## src/bba_pkg.sv

```systemverilog
`timescale 1ns / 1ps
// ----------------------------------------------------------------------------
// bba_pkg: shared types and constants of the block bitmap allocator
// Field widths, mode and status codes, config register indexes, the command
// that travels from the front end to the back end, and the state codes.
// ----------------------------------------------------------------------------
package bba_pkg;

  // Field widths
  localparam int BLK_W   = 10;   // block numbers
  localparam int COUNT_W = 11;   // counts and map indexes
  localparam int MAP_MAX = 1024; // highest map index a mark can reach, plus one
  localparam int WORD_MAX = 32;  // bitmap word width
  localparam int Q_DEPTH = 2;    // command queue entries

  localparam logic [COUNT_W-1:0] CNT_RESET = 11'd1024;

  // Request modes
  typedef logic [1:0] mode_t;
  localparam mode_t MODE_FIND      = 2'd0;
  localparam mode_t MODE_MARK_USED = 2'd1;
  localparam mode_t MODE_MARK_FREE = 2'd2;

  // Result status codes
  typedef logic [1:0] status_t;
  localparam status_t STAT_OK        = 2'd0;
  localparam status_t STAT_RANGE     = 2'd1;
  localparam status_t STAT_NONE_FREE = 2'd2;

  // Config register indexes
  typedef logic cfg_idx_t;
  localparam cfg_idx_t CFG_FIRST_DATA_BLOCK = 1'b0;
  localparam cfg_idx_t CFG_DATA_BLOCK_COUNT = 1'b1;

  // Back-end operations
  typedef enum logic [1:0] {
    OP_FIND,
    OP_SET,
    OP_CLEAR,
    OP_REPORT
  } op_e;

  // Back-end sequencer states
  typedef enum logic [1:0] {
    BK_IDLE,
    BK_EXEC,
    BK_DONE
  } bk_state_e;

  // Classified request
  typedef struct packed {
    op_e                 op;
    status_t             status;  // final status for OP_REPORT / marks
    logic [BLK_W-1:0]    idx;     // map index for marks
    logic [COUNT_W-1:0]  lim;     // usable range at accept time
    logic [BLK_W-1:0]    first;   // first data block at accept time
  } cmd_t;

  typedef struct packed {
    logic valid;
    cmd_t cmd;
  } q_push_t;

  typedef struct packed {
    logic valid;
    cmd_t cmd;
  } q_head_t;

endpackage

```

## src/bba_in_if.sv

```systemverilog
`timescale 1ns / 1ps
// ----------------------------------------------------------------------------
// bba_in_if: request channel
// Valid/ready channel carrying one allocator request per transfer.
// ----------------------------------------------------------------------------
interface bba_in_if;
  logic                        valid;
  logic                        ready;
  bba_pkg::mode_t              mode;
  logic [bba_pkg::BLK_W-1:0]   block_number;

  modport source (output valid, mode, block_number, input ready);
  modport sink   (input valid, mode, block_number, output ready);
endinterface

```

## src/bba_out_if.sv

```systemverilog
`timescale 1ns / 1ps
// ----------------------------------------------------------------------------
// bba_out_if: result channel
// Valid/ready channel carrying one allocator result per transfer.
// ----------------------------------------------------------------------------
interface bba_out_if;
  logic                          valid;
  logic                          ready;
  bba_pkg::status_t              status;
  logic [bba_pkg::BLK_W-1:0]     found_block;
  logic [bba_pkg::COUNT_W-1:0]   free_count;

  modport source (output valid, status, found_block, free_count, input ready);
  modport sink   (input valid, status, found_block, free_count, output ready);
endinterface

```

## src/bba_ram.sv

```systemverilog
`timescale 1ns / 1ps
// ----------------------------------------------------------------------------
// bba_ram: generic single-write, single-read RAM
// One write port and one read port with registered read data.
// ----------------------------------------------------------------------------
module bba_ram #(
  parameter int WIDTH = 32,
  parameter int DEPTH = 32
) (
  input  logic                                    clk,
  input  logic                                    we,
  input  logic [((DEPTH > 1) ? $clog2(DEPTH) : 1)-1:0] waddr,
  input  logic [WIDTH-1:0]                        wdata,
  input  logic                                    re,
  input  logic [((DEPTH > 1) ? $clog2(DEPTH) : 1)-1:0] raddr,
  output logic [WIDTH-1:0]                        rdata
);

  logic [WIDTH-1:0] mem_r [DEPTH];

  always_ff @(posedge clk) begin
    if (we) begin
      mem_r[waddr] <= wdata;
    end
    if (re) begin
      rdata <= mem_r[raddr];
    end
  end

endmodule

```

## src/bba_front.sv

```systemverilog
`timescale 1ns / 1ps
// ----------------------------------------------------------------------------
// bba_front: config registers and request classification
// Holds the range registers, computes the usable range, range-checks marks
// and pushes a classified command into the queue.
// ----------------------------------------------------------------------------
module bba_front #(
  parameter int NUM_BLOCKS = 1024
) (
  input  logic                          clk,
  input  logic                          rst_n,
  bba_in_if.sink                        in_ch,
  input  logic                          cfg_we,
  input  bba_pkg::cfg_idx_t             cfg_index,
  input  logic [bba_pkg::COUNT_W-1:0]   cfg_data,
  input  logic                          q_full,
  output bba_pkg::q_push_t              push
);

  localparam int TB_W  = $clog2(NUM_BLOCKS + 1);
  localparam int CMP_W = (TB_W > bba_pkg::COUNT_W) ? TB_W : bba_pkg::COUNT_W;
  localparam logic [CMP_W-1:0] TOTAL_C = CMP_W'(NUM_BLOCKS);

  logic [bba_pkg::BLK_W-1:0]   first_r;
  logic [bba_pkg::COUNT_W-1:0] count_r;

  logic [CMP_W-1:0]            first_ext;
  logic [CMP_W-1:0]            count_ext;
  logic [CMP_W-1:0]            blk_ext;
  logic [CMP_W-1:0]            room;
  logic [bba_pkg::COUNT_W-1:0] lim;
  logic [bba_pkg::BLK_W-1:0]   idx;
  logic                        in_range;

  // Config register writes
  always_ff @(posedge clk) begin
    if (!rst_n) begin
      first_r <= '0;
      count_r <= bba_pkg::CNT_RESET;
    end else if (cfg_we) begin
      case (cfg_index)
        bba_pkg::CFG_FIRST_DATA_BLOCK: first_r <= cfg_data[bba_pkg::BLK_W-1:0];
        bba_pkg::CFG_DATA_BLOCK_COUNT: count_r <= cfg_data;
        default: ;
      endcase
    end
  end

  // Usable range: min(count, TOTAL - first), zero past the end
  always_comb begin
    first_ext = CMP_W'(first_r);
    count_ext = CMP_W'(count_r);
    room      = TOTAL_C - first_ext;
    if (first_ext >= TOTAL_C) begin
      lim = '0;
    end else if (count_ext < room) begin
      lim = count_r;
    end else begin
      lim = bba_pkg::COUNT_W'(room);
    end
  end

  // Range check for mark requests
  always_comb begin
    blk_ext  = CMP_W'(in_ch.block_number);
    idx      = in_ch.block_number - first_r;
    in_range = (in_ch.block_number >= first_r) && (blk_ext < TOTAL_C) &&
               (bba_pkg::COUNT_W'(idx) < lim);
  end

  // Classify and push
  always_comb begin
    push.valid     = in_ch.valid && !q_full;
    push.cmd.idx   = idx;
    push.cmd.lim   = lim;
    push.cmd.first = first_r;
    case (in_ch.mode)
      bba_pkg::MODE_FIND: begin
        push.cmd.op     = bba_pkg::OP_FIND;
        push.cmd.status = bba_pkg::STAT_OK;
      end
      bba_pkg::MODE_MARK_USED: begin
        push.cmd.op     = in_range ? bba_pkg::OP_SET : bba_pkg::OP_REPORT;
        push.cmd.status = in_range ? bba_pkg::STAT_OK : bba_pkg::STAT_RANGE;
      end
      bba_pkg::MODE_MARK_FREE: begin
        push.cmd.op     = in_range ? bba_pkg::OP_CLEAR : bba_pkg::OP_REPORT;
        push.cmd.status = in_range ? bba_pkg::STAT_OK : bba_pkg::STAT_RANGE;
      end
      default: begin
        // unused mode: plain status report
        push.cmd.op     = bba_pkg::OP_REPORT;
        push.cmd.status = bba_pkg::STAT_OK;
      end
    endcase
  end

  assign in_ch.ready = !q_full;

endmodule

```

## src/bba_queue.sv

```systemverilog
`timescale 1ns / 1ps
// ----------------------------------------------------------------------------
// bba_queue: command queue between front and back end
// Small FIFO of classified commands so either side can stall on its own.
// ----------------------------------------------------------------------------
module bba_queue (
  input  logic              clk,
  input  logic              rst_n,
  input  bba_pkg::q_push_t  push,
  output logic              full,
  input  logic              pop,
  output bba_pkg::q_head_t  head
);

  localparam int PW = (bba_pkg::Q_DEPTH > 1) ? $clog2(bba_pkg::Q_DEPTH) : 1;
  localparam int CW = $clog2(bba_pkg::Q_DEPTH + 1);
  localparam logic [PW-1:0] LAST = PW'(bba_pkg::Q_DEPTH - 1);

  bba_pkg::cmd_t  mem_r [bba_pkg::Q_DEPTH];
  logic [PW-1:0]  wr_ptr_r, wr_ptr_nxt;
  logic [PW-1:0]  rd_ptr_r, rd_ptr_nxt;
  logic [CW-1:0]  cnt_r, cnt_nxt;
  logic           do_push;

  assign full       = (cnt_r == CW'(bba_pkg::Q_DEPTH));
  assign head.valid = (cnt_r != '0);
  assign head.cmd   = mem_r[rd_ptr_r];
  assign do_push    = push.valid && !full;

  // Pointer and fill-count update
  always_comb begin
    wr_ptr_nxt = wr_ptr_r;
    rd_ptr_nxt = rd_ptr_r;
    cnt_nxt    = cnt_r;
    if (do_push) begin
      wr_ptr_nxt = (wr_ptr_r == LAST) ? '0 : wr_ptr_r + 1'b1;
    end
    if (pop) begin
      rd_ptr_nxt = (rd_ptr_r == LAST) ? '0 : rd_ptr_r + 1'b1;
    end
    if (do_push && !pop) begin
      cnt_nxt = cnt_r + 1'b1;
    end else if (!do_push && pop) begin
      cnt_nxt = cnt_r - 1'b1;
    end
  end

  always_ff @(posedge clk) begin
    if (!rst_n) begin
      wr_ptr_r <= '0;
      rd_ptr_r <= '0;
      cnt_r    <= '0;
    end else begin
      wr_ptr_r <= wr_ptr_nxt;
      rd_ptr_r <= rd_ptr_nxt;
      cnt_r    <= cnt_nxt;
    end
  end

  // Entry storage
  always_ff @(posedge clk) begin
    if (do_push) begin
      mem_r[wr_ptr_r] <= push.cmd;
    end
  end

endmodule

```

## src/bba_back.sv

```systemverilog
`timescale 1ns / 1ps
// ----------------------------------------------------------------------------
// bba_back: bitmap store and command execution
// Keeps the used map in a word RAM with a per-word full summary and valid
// bits, runs find and mark commands, tracks the used count and holds the
// result register.
// ----------------------------------------------------------------------------
module bba_back #(
  parameter int NUM_BLOCKS = 1024
) (
  input  logic              clk,
  input  logic              rst_n,
  input  bba_pkg::q_head_t  head,
  output logic              pop,
  bba_out_if.source         out_ch
);

  localparam int MAP_BITS = (NUM_BLOCKS < bba_pkg::MAP_MAX) ? NUM_BLOCKS
                                                             : bba_pkg::MAP_MAX;
  localparam int WORD_W   = (MAP_BITS < bba_pkg::WORD_MAX) ? MAP_BITS
                                                           : bba_pkg::WORD_MAX;
  localparam int NWORDS   = (MAP_BITS + WORD_W - 1) / WORD_W;
  localparam int WA_W     = (NWORDS > 1) ? $clog2(NWORDS) : 1;
  localparam int BIT_W    = $clog2(WORD_W);
  localparam int CW       = bba_pkg::COUNT_W;
  localparam int BW       = bba_pkg::BLK_W;

  bba_pkg::bk_state_e state_r, state_nxt;
  bba_pkg::cmd_t      cmd_r, cmd_nxt;
  logic [WA_W-1:0]    word_r, word_nxt;
  logic               none_r, none_nxt;
  logic [CW-1:0]      index_r, index_nxt;
  logic [CW-1:0]      used_r, used_nxt;
  logic [NWORDS-1:0]  full_r, full_nxt;
  logic [NWORDS-1:0]  wvalid_r, wvalid_nxt;

  logic               out_valid_r, out_valid_nxt;
  bba_pkg::status_t   status_r, status_nxt;
  logic [BW-1:0]      found_r, found_nxt;
  logic [CW-1:0]      free_r, free_nxt;

  // RAM ports
  logic               ram_re;
  logic [WA_W-1:0]    ram_raddr;
  logic [WORD_W-1:0]  ram_rdata;
  logic               ram_we;
  logic [WORD_W-1:0]  new_word;

  // Search helpers
  logic [WA_W-1:0]    nf_word;
  logic               nf_any;
  logic [WA_W-1:0]    head_word;
  logic [WORD_W-1:0]  rd_word;
  logic [BIT_W-1:0]   bit_sel;
  logic               cur_bit;
  logic [BIT_W-1:0]   zpos;
  logic               zany;
  logic               find_ok;

  bba_ram #(
    .WIDTH (WORD_W),
    .DEPTH (NWORDS)
  ) u_map (
    .clk   (clk),
    .we    (ram_we),
    .waddr (word_r),
    .wdata (new_word),
    .re    (ram_re),
    .raddr (ram_raddr),
    .rdata (ram_rdata)
  );

  // First word that is not full (summary priority encode)
  always_comb begin
    nf_word = '0;
    nf_any  = 1'b0;
    for (int w = NWORDS - 1; w >= 0; w--) begin
      if (!full_r[w]) begin
        nf_word = WA_W'(w);
        nf_any  = 1'b1;
      end
    end
  end

  assign head_word = WA_W'(head.cmd.idx >> BIT_W);

  // Never-written words read as all free
  assign rd_word = wvalid_r[word_r] ? ram_rdata : '0;
  assign bit_sel = cmd_r.idx[BIT_W-1:0];
  assign cur_bit = rd_word[bit_sel];

  // First clear bit inside the fetched word
  always_comb begin
    zpos = '0;
    zany = 1'b0;
    for (int b = WORD_W - 1; b >= 0; b--) begin
      if (!rd_word[b]) begin
        zpos = BIT_W'(b);
        zany = 1'b1;
      end
    end
  end

  assign find_ok = (index_r < cmd_r.lim);

  // Sequencer: pop + read, execute, load result; reports skip the execute step
  always_comb begin
    state_nxt     = state_r;
    cmd_nxt       = cmd_r;
    word_nxt      = word_r;
    none_nxt      = none_r;
    index_nxt     = index_r;
    used_nxt      = used_r;
    full_nxt      = full_r;
    wvalid_nxt    = wvalid_r;
    status_nxt    = status_r;
    found_nxt     = found_r;
    free_nxt      = free_r;
    out_valid_nxt = out_valid_r;
    pop           = 1'b0;
    ram_re        = 1'b0;
    ram_raddr     = head_word;
    ram_we        = 1'b0;
    new_word      = rd_word;

    // result register drains on transfer
    if (out_valid_r && out_ch.ready) begin
      out_valid_nxt = 1'b0;
    end

    case (state_r)
      bba_pkg::BK_IDLE: begin
        if (head.valid && (!out_valid_r || out_ch.ready)) begin
          pop     = 1'b1;
          cmd_nxt = head.cmd;
          if (head.cmd.op == bba_pkg::OP_FIND) begin
            ram_raddr = nf_word;
            word_nxt  = nf_word;
            none_nxt  = !nf_any;
          end else begin
            word_nxt  = head_word;
            none_nxt  = 1'b0;
          end
          ram_re    = (head.cmd.op != bba_pkg::OP_REPORT);
          state_nxt = (head.cmd.op == bba_pkg::OP_REPORT) ? bba_pkg::BK_DONE
                                                          : bba_pkg::BK_EXEC;
        end
      end

      bba_pkg::BK_EXEC: begin
        case (cmd_r.op)
          bba_pkg::OP_FIND: begin
            // all words full: the first free index lies past the stored map
            index_nxt = (!none_r && zany) ? CW'({word_r, zpos}) : CW'(MAP_BITS);
          end
          bba_pkg::OP_SET: begin
            if (!cur_bit) begin
              new_word[bit_sel]  = 1'b1;
              ram_we             = 1'b1;
              wvalid_nxt[word_r] = 1'b1;
              full_nxt[word_r]   = &new_word;
              used_nxt           = used_r + 1'b1;
            end
          end
          bba_pkg::OP_CLEAR: begin
            if (cur_bit) begin
              new_word[bit_sel]  = 1'b0;
              ram_we             = 1'b1;
              wvalid_nxt[word_r] = 1'b1;
              full_nxt[word_r]   = 1'b0;
              used_nxt           = used_r - 1'b1;
            end
          end
          default: ;
        endcase
        state_nxt = bba_pkg::BK_DONE;
      end

      bba_pkg::BK_DONE: begin
        out_valid_nxt = 1'b1;
        if (cmd_r.op == bba_pkg::OP_FIND) begin
          status_nxt = find_ok ? bba_pkg::STAT_OK : bba_pkg::STAT_NONE_FREE;
          found_nxt  = find_ok ? (cmd_r.first + index_r[BW-1:0]) : '0;
        end else begin
          status_nxt = cmd_r.status;
          found_nxt  = '0;
        end
        // free count saturates when the range shrank under the used count
        free_nxt  = (cmd_r.lim > used_r) ? (cmd_r.lim - used_r) : '0;
        state_nxt = bba_pkg::BK_IDLE;
      end

      default: begin
        state_nxt = bba_pkg::BK_IDLE;
      end
    endcase
  end

  // Control state
  always_ff @(posedge clk) begin
    if (!rst_n) begin
      state_r     <= bba_pkg::BK_IDLE;
      out_valid_r <= 1'b0;
      used_r      <= '0;
      full_r      <= '0;
      wvalid_r    <= '0;
    end else begin
      state_r     <= state_nxt;
      out_valid_r <= out_valid_nxt;
      used_r      <= used_nxt;
      full_r      <= full_nxt;
      wvalid_r    <= wvalid_nxt;
    end
  end

  // Payload
  always_ff @(posedge clk) begin
    cmd_r    <= cmd_nxt;
    word_r   <= word_nxt;
    none_r   <= none_nxt;
    index_r  <= index_nxt;
    status_r <= status_nxt;
    found_r  <= found_nxt;
    free_r   <= free_nxt;
  end

  assign out_ch.valid       = out_valid_r;
  assign out_ch.status      = status_r;
  assign out_ch.found_block = found_r;
  assign out_ch.free_count  = free_r;

endmodule

```

## src/block_bitmap_allocator.sv

```systemverilog
`timescale 1ns / 1ps
// ----------------------------------------------------------------------------
// block_bitmap_allocator: first-free bitmap allocator over data blocks
// Front end classifies requests, a two-entry queue decouples it from the
// back end that owns the bitmap RAM and the used count.
// ----------------------------------------------------------------------------
// Each request (find lowest free, mark used, mark free) returns one result
// with a status, the found block and the free count. The back end takes a
// find or a mark through three steps (pop with the bitmap word read, execute
// with write-back, result load) and a status-only request (out-of-range mark
// or unused mode) through two (pop, result load). It finishes one request
// before it pops the next, and pops only when the result register is free or
// draining. The find path picks the first non-full word from a per-word
// summary register and then the first clear bit of that word; the single
// bitmap RAM port sets the pace. The map comes out of reset all free through
// per-word valid bits, with no clearing pass, so requests are taken right
// after reset. Config registers are to be written only while no request is
// in flight; the block itself does not enforce this.
// ----------------------------------------------------------------------------
module block_bitmap_allocator #(
  parameter int NUM_BLOCKS = 1024
) (
  input  logic                          clk,
  input  logic                          rst_n,
  bba_in_if.sink                        in_ch,
  bba_out_if.source                     out_ch,
  input  logic                          cfg_we,
  input  bba_pkg::cfg_idx_t             cfg_index,
  input  logic [bba_pkg::COUNT_W-1:0]   cfg_data
);

  bba_pkg::q_push_t q_push;
  bba_pkg::q_head_t q_head;
  logic             q_full;
  logic             q_pop;

  bba_front #(
    .NUM_BLOCKS (NUM_BLOCKS)
  ) u_front (
    .clk       (clk),
    .rst_n     (rst_n),
    .in_ch     (in_ch),
    .cfg_we    (cfg_we),
    .cfg_index (cfg_index),
    .cfg_data  (cfg_data),
    .q_full    (q_full),
    .push      (q_push)
  );

  bba_queue u_queue (
    .clk   (clk),
    .rst_n (rst_n),
    .push  (q_push),
    .full  (q_full),
    .pop   (q_pop),
    .head  (q_head)
  );

  bba_back #(
    .NUM_BLOCKS (NUM_BLOCKS)
  ) u_back (
    .clk    (clk),
    .rst_n  (rst_n),
    .head   (q_head),
    .pop    (q_pop),
    .out_ch (out_ch)
  );

endmodule

```

## src/flat_wrapper.sv

```systemverilog
// flat-port wrapper written by rule: the top's interface ports become plain ports
module block_bitmap_allocator_flat 
#(
  parameter int NUM_BLOCKS = 1024
)
  (clk, rst_n, cfg_we, cfg_index, cfg_data, in_ch_valid, in_ch_mode, in_ch_block_number, in_ch_ready, out_ch_valid, out_ch_status, out_ch_found_block, out_ch_free_count, out_ch_ready);
  bba_in_if in_ch_i ();
  bba_out_if out_ch_i ();
  input  logic clk;
  input  logic rst_n;
  input  logic cfg_we;
  input  bba_pkg::cfg_idx_t cfg_index;
  input  logic [bba_pkg::COUNT_W-1:0] cfg_data;
  input wire logic [$bits(in_ch_i.valid)-1:0] in_ch_valid;
  input wire logic [$bits(in_ch_i.mode)-1:0] in_ch_mode;
  input wire logic [$bits(in_ch_i.block_number)-1:0] in_ch_block_number;
  output wire logic [$bits(in_ch_i.ready)-1:0] in_ch_ready;
  output wire logic [$bits(out_ch_i.valid)-1:0] out_ch_valid;
  output wire logic [$bits(out_ch_i.status)-1:0] out_ch_status;
  output wire logic [$bits(out_ch_i.found_block)-1:0] out_ch_found_block;
  output wire logic [$bits(out_ch_i.free_count)-1:0] out_ch_free_count;
  input wire logic [$bits(out_ch_i.ready)-1:0] out_ch_ready;
  assign in_ch_i.valid = in_ch_valid;
  assign in_ch_i.mode = in_ch_mode;
  assign in_ch_i.block_number = in_ch_block_number;
  assign in_ch_ready = in_ch_i.ready;
  assign out_ch_valid = out_ch_i.valid;
  assign out_ch_status = out_ch_i.status;
  assign out_ch_found_block = out_ch_i.found_block;
  assign out_ch_free_count = out_ch_i.free_count;
  assign out_ch_i.ready = out_ch_ready;
  block_bitmap_allocator #(.NUM_BLOCKS(NUM_BLOCKS)) u_core (.clk(clk), .rst_n(rst_n), .in_ch(in_ch_i), .out_ch(out_ch_i), .cfg_we(cfg_we), .cfg_index(cfg_index), .cfg_data(cfg_data));
endmodule
```

## config.mk

```make
export PLATFORM = sky130hd
export DESIGN_NAME = block_bitmap_allocator_flat
export DESIGN_NICKNAME = d
export VERILOG_FILES = /design/src/bba_pkg.sv /design/src/bba_in_if.sv /design/src/bba_out_if.sv /design/src/bba_ram.sv /design/src/bba_front.sv /design/src/bba_queue.sv /design/src/bba_back.sv /design/src/block_bitmap_allocator.sv /design/src/flat_wrapper.sv
export SDC_FILE = /design/constraint.sdc
export NUM_CORES = 2
export LEC_CHECK = 0
export BUFFER_PORTS_ARGS = -buffer_cell sky130_fd_sc_hd__buf_2
export CAP_MARGIN = 20
export CORE_ASPECT_RATIO = 0.8
export CORE_UTILIZATION = 53
export CTS_BUF_LIST = sky130_fd_sc_hd__clkbuf_8
export CTS_CLUSTER_DIAMETER = 30
export DETAILED_ROUTE_END_ITERATION = 6
export HOLD_SLACK_MARGIN = 0.1
export PLACE_DENSITY_LB_ADDON = 0.08
export REMOVE_ABC_BUFFERS = 1
export SLEW_MARGIN = 15
export SYNTH_ARGS = -nofsm -noshare
export SYNTH_HDL_FRONTEND = slang
export SYNTH_SLANG_ARGS = --single-unit
export TNS_END_PERCENT = 30
```

## constraint.sdc

```tcl
create_clock -name clk -period 8.6 [get_ports clk]
set_input_delay 2.58 -clock clk [delete_from_list [all_inputs] [get_ports clk]]
set_output_delay 2.58 -clock clk [all_outputs]
set_load 0.005 [all_outputs]
```

==> results.md <==
* Ys flop type: edfxtp_1
* Leading area contributor after synthesis: edfxtp_1
* CP max FO at 33
* PostCTS Resize Cnt at 0
* DIE AREA at 106000 um2
* Final Hold Fails at 0
* CTS HTree Levels at 4
* Yosys cell types at 87
* Critical path class: reg2reg
* Die Height at 292 um
* Comb power frac at 0.238
* WL per Instance at 27.6 um
* Largest net degree at the start of global routing at 103
* Sequential share of the synthesized area at 0.681
* Clock power share at 0.322
* Setup crit start kind: flop
* Top-area cell type share of the netlist area at 0.643
* Seq cells post-synth at 1297
* Initial antenna violation count at 3
* Worst Path Required at 9190 ps
* Post-DP HPWL at 87300 um
* First-pass GRT wire length at 217000 um
* CP Capture Type: flop
* CP arrival at 6320 ps
* Final GP Congestion at 0.934
* RSZ-0062 raised after global routing: no
* Ranking of synthesized cells by area: edfxtp_1 64%, mux2i_1 13%, dfxtp_1 3.7%
* CTS tree: done
* Run status: finished clean
* Number of synthesized flops with an enable pin at 1193
* ANT nets after route at 0
* PortBufs at 53
* Max_cap viols at 0
* Hold Worst Slack at 466 ps
* Syn Area/Cell at 15.2 um2
* Core area at 103000 um2
* Slew @ Worst Pin at 1120 ps
* Layout Skew at 49.7 ps
* Detailed-route via count at 33400
* Post-Route Utilization at 0.611
* Leak at 0.0206 uW
* Pint at 11900 uW
* Final wirelength at 150000 um
* Total CTS buffers at 216
* DRT iter0 DRCs at 3566
* Max VDD drop at 0.343 mV
* Final slew viol count at 0
* Grt ovf at 0
* Slew headroom at 0.251
* DR vias/cell at 6.13
* NumNets Final at 3973
* Root Driver: clkbuf_8
* # Post-CTS Setup Buffers at 0
* First-pass DRT Iterations at 6
* Vias in the first global route at 32800
* Initial core utilization at 0.539
* Fmax at 0.175 GHz
* Drt drc at 0
* Mapped cell area at 55700 um2
* Psw at 5670 uW
* IO Pins at 54
* Sw Ratio at 0.322
* GRT Util Overall at 0.283
* Area of the multi-input gates at 17000 um2
* Site Rows at 105
* FF/Latch Area at 37900 um2
* Async SR Flop Fraction at 0
* Filler Cell Count at 7785
* Clock slew at reported path FFs at 60 ps
* PwrDens at 279 nW/um2
* CTS Hold Buffers Added at 0
* CTS Sinks at 1297
* Register share of total power at 0.439
* Yosys warning count at 0
* Layout cells sized above 1 at 0.166
* Die W at 364 um
* CTS Buffer Depth at 3
* Min Tclk post-route at 5730 ps
* Final setup vio count at 0
* Area Overhead vs Synth at 13.4%
* Clock latency on the worst-skew pair at 940 ps
* Crit share post-route at 0.666
* Worst hold path type: reg2reg
* Post-Syn Instances at 3665
==> final timing paths <==
kind	depth (start not counted)	end	slack (ps)	from
setup reg to reg	14	u_core.u_back.u_map.mem_r[22][28]	2870	u_core.u_back.word_r[1]
setup / recovery	14	u_core.u_back.u_map.mem_r[22][28]	2870	u_core.u_back.word_r[1]
hold reg to reg	2	u_core.u_back.used_r[10]	470	u_core.u_back.used_r[10]
hold / removal	2	u_core.u_back.used_r[10]	470	u_core.u_back.used_r[10]
==> logic make-up (layout without fill, tap and decap cells) <==
| kind of cell | after synthesis | in the layout | synth area share |
|---|---|---|---|
| fa+ha+maj | 77 | 77 | 0.0178 |
| flops | 1297 | 1297 | 0.681 |
| compound gates | 501 | 501 | 0.0630 |
| other cells | 0 | 5 | 0 |
| mux | 787 | 787 | 0.150 |
| buf+inv | 306 | 693 | 0.0227 |
| simple gates | 670 | 670 | 0.0609 |
| xor+xnor | 27 | 27 | 0.00425 |
==> placed cells by master, fill, tap and decap left out, drive strengths merged, types with 36 or more instances in the layout <==
| cell | count |
|---|---|
| mux2i | 714 |
| nor2 | 90 |
| nand3 | 76 |
| o21ai | 65 |
| mux2 | 38 |
| nor2b | 36 |
| edfxtp | 1193 |
| nor4 | 47 |
| a21oi | 59 |
| ha | 73 |
| clkbuf | 233 |
| and3 | 52 |
| buf | 187 |
| nand2 | 234 |
| o22ai | 145 |
| dfxtp | 104 |
| clkinv | 78 |
| inv | 157 |
==> synth_stat cells (all sizes together), types with 8 or more instances <==
cell / instances
xnor2: 21
a2bb2oi: 32
and2: 26
buf: 106
a21oi: 59
a21boi: 35
or3: 8
and3: 52
a21o: 14
ha: 73
nor4: 47
o21ai: 65
a31oi: 18
a22o: 32
nand3: 76
nor2b: 36
nand4: 16
nor3b: 11
mux2i: 714
mux2: 38
mux4: 35
edfxtp: 1193
nand2: 234
clkbuf: 97
inv: 103
a32oi: 26
nand2b: 15
o22ai: 145
nor3: 30
nor2: 90
dfxtp: 104
==> critical path: stages, from the launching register on <==
cell and delay (ps):
edfxtp_1 450, buf_4 380, mux2i_1 330, o22ai_1 170, nor4_4 790, a31oi_1 260
a221oi_4 430, a311oi_2 80, buf_4 200, nor3_4 100, buf_4 370, o21ai_4 220
buf_4 350, nor2_4 900, buf_12 300
==> state kept, by name, indices dropped and copies added, names as in the netlist, named ones only <==
register,flops
u_core.u_queue.rd_ptr_r,1
u_core.u_front.first_r,10
u_core.u_back.none_r,1
u_core.u_back.full_r,32
u_core.u_back.bit_sel,5
u_core.u_back.state_r,2
u_core.u_back.u_map.rdata,32
u_core.u_back.out_ch.found_block,10
u_core.u_back.index_r,11
u_core.u_back.out_ch.free_count,11
u_core.u_back.used_r,11
u_core.u_back.out_ch.valid,1
u_core.u_back.u_map.mem_r,1024
u_core.u_back.word_r,5
u_core.u_back.cmd_r,24
u_core.u_back.wvalid_r,32
u_core.u_queue.cnt_r,2
u_core.u_back.out_ch.status,2
u_core.u_queue.wr_ptr_r,1
u_core.u_front.count_ext,11
u_core.u_queue.mem_r,68
==> final cells by class <==
class                      instances  area share
clock inverter                   170      0.0216
tap                             1391      0.0276
multi-input combinational       2062       0.269
timing repair buffer             187      0.0236
sequential                      1297       0.601
clock buffer                     233      0.0508
inverter                         103     0.00613
antenna                            5    0.000198
==> through the flow <==
stage	cells	setup TNS, ps	total power (uW)	worst slack, ps	instance area, um2
after floorplan	3462	-501000	11600	-15660	54800
after global placement	5025	0	11900	2380	58300
after detailed placement	5027	0	12000	2270	58300
after CTS	5430	0	17600	2920	62900
after global routing	5448	0	18200	2750	63100
final	5448	0	17600	2870	63100
==> layer usage <==
layer / vias up / routed length (um) / track usage
li1: 14800 / - / -
met1: 16900 / 67200 / 0.423
met2: 1476 / 66900 / 0.420
met3: 209 / 13100 / 0.0619
met4: 0 / 2870 / 0.0751
met5: - / 0 / 0
==> power groups by stage <==
stage	sequential, uW	clock, uW	combinational (uW)
detailed placement	7870	0	4110
finish	7730	5670	4190
global route	7750	6030	4460
floorplan	7640	0	3960
global placement	7860	0	4030
CTS	7740	5760	4120
Power figures use the tool's default switching activity.
